===== src/magnetometer_axis_compensation_defines.svh =====
// Assertion macros shared by the compensation block.
`ifndef MAGNETOMETER_AXIS_COMPENSATION_DEFINES_SVH
`define MAGNETOMETER_AXIS_COMPENSATION_DEFINES_SVH

// Same-cycle implication, sampled on clock and disabled during reset.
`define MC_ASSERT_NOW(label, ante, cons, msg) \
   label: assert property (@(posedge clock) disable iff (reset) (ante) |-> (cons)) \
      else $error(msg);

// Next-cycle implication, sampled on clock and disabled during reset.
`define MC_ASSERT_NEXT(label, ante, cons, msg) \
   label: assert property (@(posedge clock) disable iff (reset) (ante) |=> (cons)) \
      else $error(msg);

`endif


===== src/mag_comp_pkg.sv =====
// Package with widths, gain constants and trim decoding for the compensation block.
`timescale 1ns / 1ps

package mag_comp_pkg;

   localparam int RawW    = 16;
   localparam int AxisW   = 17;
   localparam int GainW   = 21;
   localparam int ProdW   = 40;
   localparam int FieldXW = 26;
   localparam int FieldW  = 28;
   localparam int TrimW   = 8;
   localparam int CodeW   = 6;
   localparam int StepW   = 10;
   localparam int CsrIdxW = 1;
   localparam int DivShift = 10;

   localparam logic [GainW-1:0] GainX      = 21'd1000000;
   localparam logic [GainW-1:0] GainYReset = 21'd1000000;
   localparam logic [GainW-1:0] GainZReset = 21'd1350000;

   typedef enum logic [CsrIdxW-1:0] {
      CSR_TRIM_LOW  = 1'b0,
      CSR_TRIM_HIGH = 1'b1
   } csr_index_type;

   // Signed trim step: codes of 32 and above count downward, six units a code.
   function automatic logic signed [StepW-1:0] trim_step(logic [CodeW-1:0] code);
      logic signed [StepW-1:0] c;
      logic signed [StepW-1:0] v;
      c = $signed({{(StepW-CodeW){1'b0}}, code});
      v = code[CodeW-1] ? (10'sd32 - c) : c;
      return v * 10'sd6;
   endfunction

   function automatic logic [GainW-1:0] gain_y_f(logic [CodeW-1:0] code);
      logic signed [GainW+1:0] g;
      g = 23'sd1000000 + 23'(trim_step(code)) * 23'sd1000;
      return g[GainW-1:0];
   endfunction

   function automatic logic [GainW-1:0] gain_z_f(logic [CodeW-1:0] code);
      logic signed [GainW+1:0] g;
      g = (23'(trim_step(code)) + 23'sd1000) * 23'sd1350;
      return g[GainW-1:0];
   endfunction

   function automatic logic [CodeW-1:0] code_z_f(logic [TrimW-1:0] low_byte,
                                                 logic [TrimW-1:0] high_byte);
      return {high_byte[3:0], low_byte[7:6]};
   endfunction

endpackage


===== src/mag_comp_scale.sv =====
// Gain multiply and divide by 1024 with truncation toward zero for one axis.
`timescale 1ns / 1ps

module mag_comp_scale
   import mag_comp_pkg::*;
(
   input  logic signed [AxisW-1:0]  axis,
   input  logic        [GainW-1:0]  gain,
   output logic signed [FieldW-1:0] field
);

   logic signed [ProdW-1:0] prod;
   logic signed [ProdW-1:0] biased;
   logic signed [ProdW-1:0] quot;

   // A negative product is biased by 1023 so the arithmetic shift rounds toward zero.
   always_comb begin
      prod   = ProdW'(axis) * $signed({{(ProdW-GainW){1'b0}}, gain});
      biased = prod[ProdW-1] ? (prod + 40'sd1023) : prod;
      quot   = biased >>> DivShift;
      field  = quot[FieldW-1:0];
   end

endmodule

===== config.mk =====
export PLATFORM = sky130hd
export DESIGN_NAME = mag_comp_scale
export DESIGN_NICKNAME = d
export VERILOG_FILES = /design/src/magnetometer_axis_compensation_defines.svh /design/src/mag_comp_pkg.sv /design/src/mag_comp_scale.sv
export SDC_FILE = /design/constraint.sdc
export NUM_CORES = 1
export LEC_CHECK = 0
export BUFFER_PORTS_ARGS = -buffer_cell sky130_fd_sc_hd__buf_2
export CAP_MARGIN = 20
export CORE_UTILIZATION = 65
export DETAILED_ROUTE_END_ITERATION = 7
export MAX_ROUTING_LAYER = met4
export PLACE_DENSITY = 0.94
export SETUP_SLACK_MARGIN = 0.05
export SYNTH_ARGS = -nofsm -noshare
export SYNTH_HDL_FRONTEND = slang
export SYNTH_SLANG_ARGS = --single-unit
export TNS_END_PERCENT = 50

===== constraint.sdc =====
create_clock -name vclk -period 6.46
set_input_delay 0 -clock vclk [all_inputs]
set_output_delay 0 -clock vclk [all_outputs]
set_load 0.03 [all_outputs]

==> reports/results.tsv, run 1 <==
metric	value	unit
Setup CP Type	in2out	
wire per inst	19.4	um
unrepaired setup endpoints after global routing	true	
DP HPWL	27700	um
Setup crit start kind	input pin	
DRT Pass-1 Iters	7	
Max-Cap Viols	0	
Routed WL	36500	um
min cycle time layout	6.38	ns
Layout Utilization	76.0	%
CP startpoint	gain[14]	
initial antenna violation count	0	
WP data required	6.46	ns
Tot GR Track Use	35.4	%
Synth Instances	1517	
I/O Buffers	66	
CP max FO	17	
Via-to-Cell Ratio	6.02	
Setup Viol. Count Final	0	
slew margin rel.	58.4	%
syn nets	1975	
Seq cells	0	
P&R area growth vs syn	14.2	%
Final ANT Viol Nets	0	
RePlAce Congestion	0.928	
Vias	11306	
Initial Util	66.5	%
die area	20500	um^2
fin nets	2073	
Die Wd	143	um
Reg area	0	um^2
drt first-iter violations	982	
vias in the first global route	11642	
Max Slew Vio Count	0	
status	finished, final reports clean	
grt total ovfl	0	
share of layout cells above drive strength 1	16.1	%
yosys warns	0	
Multi-input gate area	11900	um^2
CORE AREA	19500	um^2
hold path startpoint	gain[0]	
Die Y	143	um
pin count of the biggest net entering global routing	22	
I/O pins	66	
post-synthesis cell type count	67	
Hold WC Path Type	in2out	
clock buffers	0	
most frequent cells in the layout	inv_1 (330), fa_1 (279), nand2_1 (215)	
commonest non-fill, non-tap cell in the layout	inv_1	
f_max	0.157	GHz
first-pass GRT wire length	54500	um
DRC viols	0	
# fillers	1198	
Cell Area, Synth	12900	um^2
Final Hold Vio Count	0	
Tightest Pin Transition	0.620	ns
Syn Area/Cell	8.53	um^2
# rows	51	
Antenna Cells	0	
post-route clock period utilization	98.7	%
Seq/Total Area, Yosys	0	%
Critical Path End Type	output port	
Crit path arrival time	6.38	ns
-- logic make-up after synthesis --
kind of cell | synth area share [%]
AOI/OAI and AO/OA | 6.99
adders and majority gates | 57.1
muxes | 0.116
xor gates and xnor gates | 3.65
and+or+nand+nor | 20.5
buffers and inverters | 11.7
-- worst max-delay path, stage by stage --
cell and delay (ns):
clkbuf_4 0.22, and2_1 0.21, fa_1 0.57, inv_1 0.07, fa_1 0.46, fa_1 0.52
inv_1 0.06, fa_1 0.51, fa_1 0.50, inv_1 0.05, fa_1 0.47, inv_1 0.05
ha_1 0.34, nand2_4 0.14, buf_4 0.12, nor2_1 0.05, a221oi_2 0.42, a21boi_2 0.16
o21ai_0 0.24, and4b_1 0.25, buf_4 0.12, nand2_1 0.07, nor3_4 0.26, buf_4 0.16
xor2_1 0.14, buf_2 0.22
-- cell usage after synthesis, types with 6 or more instances --
master | instances | area [um^2]
o21ai_1 | 8 | 40.0
and2_1 | 175 | 1090
a21oi_1 | 38 | 190
nand2_1 | 219 | 822
inv_1 | 335 | 1260
nand3_1 | 13 | 65.1
nor2_1 | 42 | 158
clkbuf_1 | 56 | 210
xnor2_1 | 36 | 315
a21o_1 | 7 | 52.6
nand4_1 | 9 | 56.3
or3_1 | 6 | 37.5
o21ai_0 | 20 | 100
fa_1 | 284 | 5690
xor2_1 | 18 | 158
nor3_1 | 9 | 45.0
nand2b_1 | 10 | 62.6
and3_1 | 6 | 37.5
ha_1 | 136 | 1700
-- cell type report --
| cell class | instances | area share [%] |
|---|---|---|
| multi-input cells | 1119 | 80.3 |
| repair buffers | 159 | 8.92 |
| inverters | 335 | 8.53 |
| well taps | 265 | 2.24 |
-- final timing paths --
check,to,slack (ns),cells past startpoint
worst max-delay path,field[20],0.08,26
worst min-delay path,field[0],0.98,8
-- metrics by stage --
step                TNS, ns  instances  worst slack [ns]  hold WS (ns)  instance area, um^2
finish                    0       1878            0.0808         0.980                14800
detailed placement   -0.588       1855           -0.0864         0.963                13900
CTS                       0       1856            0.0511         0.966                13900
floorplan                 0       1517             0.293         0.529                12900
global placement          0       1855            0.0424         0.968                13900
global route         -0.618       1878           -0.0974          1.07                14800
-- layer usage --
layer	global-route usage (%)	up-vias	routed length [um]
li1	-	4767	-
met2	62.7	752	18700
met4	16.1	0	2410
met1	39.6	5556	12100
met5	-	-	0
met3	4.63	231	3300
-- timing repair --
action,CTS,global route
buffers inserted,1,20
endpoints found under the setup margin,17,27
hold buffers,0,0
cloned,0,2
pin swaps,3,60
gates resized for setup,20,163
Power of run 1 is left out: the tool's default activity adds up to more than one toggle a clock period on the data nets, which glitch-free logic cannot reach.
==> run 2: changes to the inputs <==
--- a/config.mk
+++ b/config.mk
@@ -7,11 +7,11 @@
 export LEC_CHECK = 0
 export BUFFER_PORTS_ARGS = -buffer_cell sky130_fd_sc_hd__buf_2
 export CAP_MARGIN = 20
-export CORE_UTILIZATION = 65
+export CORE_UTILIZATION = 60
 export DETAILED_ROUTE_END_ITERATION = 7
 export MAX_ROUTING_LAYER = met4
-export PLACE_DENSITY = 0.94
-export SETUP_SLACK_MARGIN = 0.05
+export PLACE_DENSITY = 0.91
+export SETUP_SLACK_MARGIN = 0.4
 export SYNTH_ARGS = -nofsm -noshare
 export SYNTH_HDL_FRONTEND = slang
 export SYNTH_SLANG_ARGS = --single-unit
==> constraint.sdc (replaced) <==
create_clock -name vclk -period 5.3
set_input_delay 0.795 -clock vclk [all_inputs]
set_output_delay 0.795 -clock vclk [all_outputs]
set_load 0.03 [all_outputs]
==> reports/results.tsv, run 2 (synthesis results as in run 1) <==
metric	value	unit	change
most frequent cells in the layout	inv_1 (326), fa_1 (274), buf_4 (266)		
Tightest Pin Transition	0.493	ns	-0.128 ns
first-pass GRT wire length	62500	um	+15%
pin count of the biggest net entering global routing	18		-18%
Hold WC Path Type	in2out		
Post-DP Area	15600	um^2	+12%
Via-to-Cell Ratio	5.98		-0.73%
WP data required	4.51	ns	-1.95 ns
Reg area	0	um^2	unchanged
Seq cells	0		unchanged
f_max	0.122	GHz	
Most common cell on crit path	fa_1		
min cycle time layout	8.20	ns	
Setup Viol. Count Final	28		+28
Final Cell Area	16700	um^2	+13%
Tot GR Track Use	37.1	%	+1.7 points
post-route clock period utilization	155	%	
# rows	53		+3.9%
Die Y	149	um	+4.0%
clock buffers	0		unchanged
largest stage delay on the critical path	0.56	ns	about the same
unrepaired setup endpoints after global routing	true		
Final ANT Viol Nets	0		unchanged
Hold Buf Count CTS	0		unchanged
DRT Pass-1 Iters	5		-2
Initial Util	61.4	%	-5.1 points
Final Hold Vio Count	0		unchanged
Antenna Cells	0		unchanged
commonest non-fill, non-tap cell in the layout	inv_1		
drt first-iter violations	1033		+5.2%
initial antenna violation count	0		unchanged
GR Util met1	37.3	%	-2.4 points
met3 Resource Use GR	4.89	%	+0.27 points
CORE AREA	21100	um^2	+8.4%
DRC viols	0		unchanged
slowest CP cell	fa_1		
GRT busiest layer	met2		
Routed WL	41300	um	+13%
cell family contributing the most delay on the critical path	adder cells		
setup ws final	-2.90	ns	-2.98 ns
wire per inst	20.1	um	+3.5%
status	finished, violations left		
RePlAce Congestion	1.00		+8.1%
P&R area growth vs syn	28.8	%	
Buf+Inv Stages, Crit Path	9		unchanged
Die Wd	149	um	+4.0%
Vias	12275		+8.6%
Crit path arrival time	7.41	ns	+1.03 ns
share of layout cells above drive strength 1	27.9	%	+12 points
Max Slew Vio Count	0		unchanged
slew margin rel.	67.0	%	+8.7 points
Setup crit start kind	input pin		
vias in the first global route	13499		+16%
Critical Path End Type	output port		
I/O pins	66		unchanged
fin nets	2239		+8.0%
die area	22200	um^2	+8.2%
Setup CP Type	in2out		
CP max FO	12		-5
grt total ovfl	0		unchanged
met2 Track Usage GR	67.3	%	+4.6 points
Min Hold Slack	2.85	ns	+1.87 ns
failing checks	negative setup slack		
Max-Cap Viols	0		unchanged
I/O Buffers	66		unchanged
DP HPWL	31700	um	+15%
## run 2: timing repair
action	in CTS	in global routing
setup endpoints to repair	28	28
buffers inserted	16	11
resized for setup	151	75
pin swaps	55	56
## run 2: layout make-up
type | count | area, um^2
Fill cell | 1205 | 4420
Inverter | 335 | 1260
Multi-Input combinational cell | 1119 | 12500
Tap cell | 275 | 344
Timing Repair Buffer | 325 | 2600
## run 2: per-layer routing
layer	up-vias	part of all wire (%)
met1	5986	31
met4	0	8.9
met3	366	7.1
met2	826	53
met5	-	0
li1	5097	-
## run 2: worst paths after layout
| check | from | end | slack [ns] | cells after the start |
|---|---|---|---|---|
| worst max-delay path | gain[7] | field[27] | -2.90 | 27 |
| worst min-delay path | gain[0] | field[0] | 2.85 | 10 |
## run 2: through the flow
| step | TNS (ns) | utilization (%) | worst slack [ns] | cells |
|---|---|---|---|---|
| after floorplan | -56.62 | - | -2.21 | 1517 |
| after global placement | -68.53 | 73.8 | -2.66 | 2027 |
| after detailed placement | -73.25 | 73.8 | -2.86 | 2027 |
| after CTS | -67.54 | 77.2 | -2.61 | 2043 |
| after global routing | -80.02 | 79.0 | -3.22 | 2054 |
| final | -73.16 | 79.0 | -2.90 | 2054 |
Power of run 2 is left out for the same reason.
==> run 3: changes to the inputs <==
--- a/config.mk
+++ b/config.mk
@@ -5,12 +5,12 @@
 export SDC_FILE = /design/constraint.sdc
 export NUM_CORES = 1
 export LEC_CHECK = 0
-export BUFFER_PORTS_ARGS = -buffer_cell sky130_fd_sc_hd__buf_2
+export BUFFER_PORTS_ARGS = -buffer_cell sky130_fd_sc_hd__buf_4
 export CAP_MARGIN = 20
-export CORE_UTILIZATION = 60
+export CORE_UTILIZATION = 35
 export DETAILED_ROUTE_END_ITERATION = 7
 export MAX_ROUTING_LAYER = met4
-export PLACE_DENSITY = 0.91
+export PLACE_DENSITY = 0.62
 export SETUP_SLACK_MARGIN = 0.4
 export SYNTH_ARGS = -nofsm -noshare
 export SYNTH_HDL_FRONTEND = slang
==> reports/results.tsv, run 3 (synthesis results as in run 1) <==
metric	value	unit	change
status	finished, violations left		
failing checks	negative setup slack		
Initial Util	35.4	%	-26 points
pin count of the biggest net entering global routing	17		-1
largest stage delay on the critical path	0.57	ns	about the same
wire per inst	14.9	um	-26%
Setup crit start kind	input pin		
Tightest Pin Transition	0.517	ns	+0.0247 ns
M1 WL	14300	um	+11%
DRT Pass-1 Iters	5		unchanged
post-route clock period utilization	146	%	-9.2 points
share of layout cells above drive strength 1	28.1	%	+0.18 points
unrepaired setup endpoints after global routing	true		
routed wire length on met2	18200	um	-17%
I/O pins	66		unchanged
die area	37800	um^2	+70%
Buf+Inv Stages, Crit Path	8		-1
Tot GR Track Use	19.0	%	-18 points
Setup Viol. Count Final	28		unchanged
DRC viols	0		unchanged
I/O Buffers	66		unchanged
# fillers	3473		+190%
WP data required	4.51	ns	about the same
clock buffers	0		unchanged
CORE AREA	36500	um^2	+73%
Via-to-Cell Ratio	4.84		-19%
commonest non-fill, non-tap cell in the layout	inv_1		
fin nets	2256		+0.76%
Vias	10961		-11%
Most common cell on crit path	fa_1		
CP max FO	6		-6
Final ANT Viol Nets	0		unchanged
setup TNS	-62.88	ns	+10.28 ns
Die Wd	194	um	+31%
# rows	70		+32%
Hold Buf Count CTS	0		unchanged
Seq cells	0		unchanged
met3 WL	804	um	-73%
Max Slew Vio Count	0		unchanged
first-pass GRT wire length	57800	um	-7.6%
Routed WL	33800	um	-18%
Multi-input gate area	12400	um^2	-0.68%
top sig layer	met4		
Critical Path End Type	output port		
DP HPWL	29700	um	-6.3%
initial antenna violation count	0		unchanged
Crit path arrival time	6.92	ns	-0.49 ns
vias in the first global route	11881		-12%
min cycle time layout	7.71	ns	-0.489 ns
slowest CP cell	fa_1		
drt first-iter violations	388		-62%
Setup CP Type	in2out		
setup ws final	-2.41	ns	+0.489 ns
most frequent cells in the layout	inv_1 (325), buf_4 (288), fa_1 (277)		
P&R area growth vs syn	32.4	%	
slew margin rel.	65.3	%	-1.7 points
cell family contributing the most delay on the critical path	adder cells		
f_max	0.130	GHz	+6.3%
grt total ovfl	0		unchanged
Max-Cap Viols	0		unchanged
Final Hold Vio Count	0		unchanged
Reg area	0	um^2	unchanged
Die Y	194	um	+31%
Antenna Cells	0		unchanged
RePlAce Congestion	0.895		-11%
Hold WC Path Type	in2out		
run 3: changes by cell type in the layout (fill, tap and decap cells not counted), sizes merged:
cell / change
clkinvlp: -1
inv: +1
clkbuf: -3
buf: +20
run 3: timing repair:
item,CTS,global route
cloned,2,0
setup buffers,16,3
endpoints found under the setup margin,28,28
pin swaps,66,25
resized for setup,138,33
run 3: through the flow:
step | instance area, um^2 | cells | setup WS [ns] | hold WS (ns) | util, %
floorplan | 13500 | 1517 | -2.21 | 2.12 | -
global placement | 16200 | 2243 | -2.62 | 2.77 | 44.4
detailed placement | 16200 | 2243 | -2.67 | 2.77 | 44.4
CTS | 17000 | 2261 | -2.49 | 2.76 | 46.5
global route | 17100 | 2264 | -2.68 | 2.82 | 46.9
finish | 17100 | 2264 | -2.41 | 2.76 | 46.9
run 3: final cells by class:
type	count	area share, %
multi-input cells	1119	72.2
repair buffers	342	17.0
inverters	335	7.34
well taps	468	3.42
run 3: worst min-delay path: cells and delay by family:
family / cells / cell delay, ns
xor gates and xnor gates: 1 / 0.07
buffers and inverters: 5 / 0.73
AOI/OAI and AO/OA: 2 / 0.14
and+or+nand+nor: 2 / 0.23
run 3: worst paths after layout:
| check | from | to | slack (ns) | cells past startpoint |
|---|---|---|---|---|
| setup / recovery | gain[5] | field[19] | -2.41 | 26 |
| hold / removal | gain[0] | field[0] | 2.76 | 10 |
run 3: routing by layer:
layer | up-vias | global-route usage [%]
met5 | - | -
met3 | 26 | 0.243
met4 | 0 | 2.38
met1 | 5628 | 24.3
met2 | 182 | 34.7
li1 | 5125 | -
Power of run 3 is left out for the same reason.
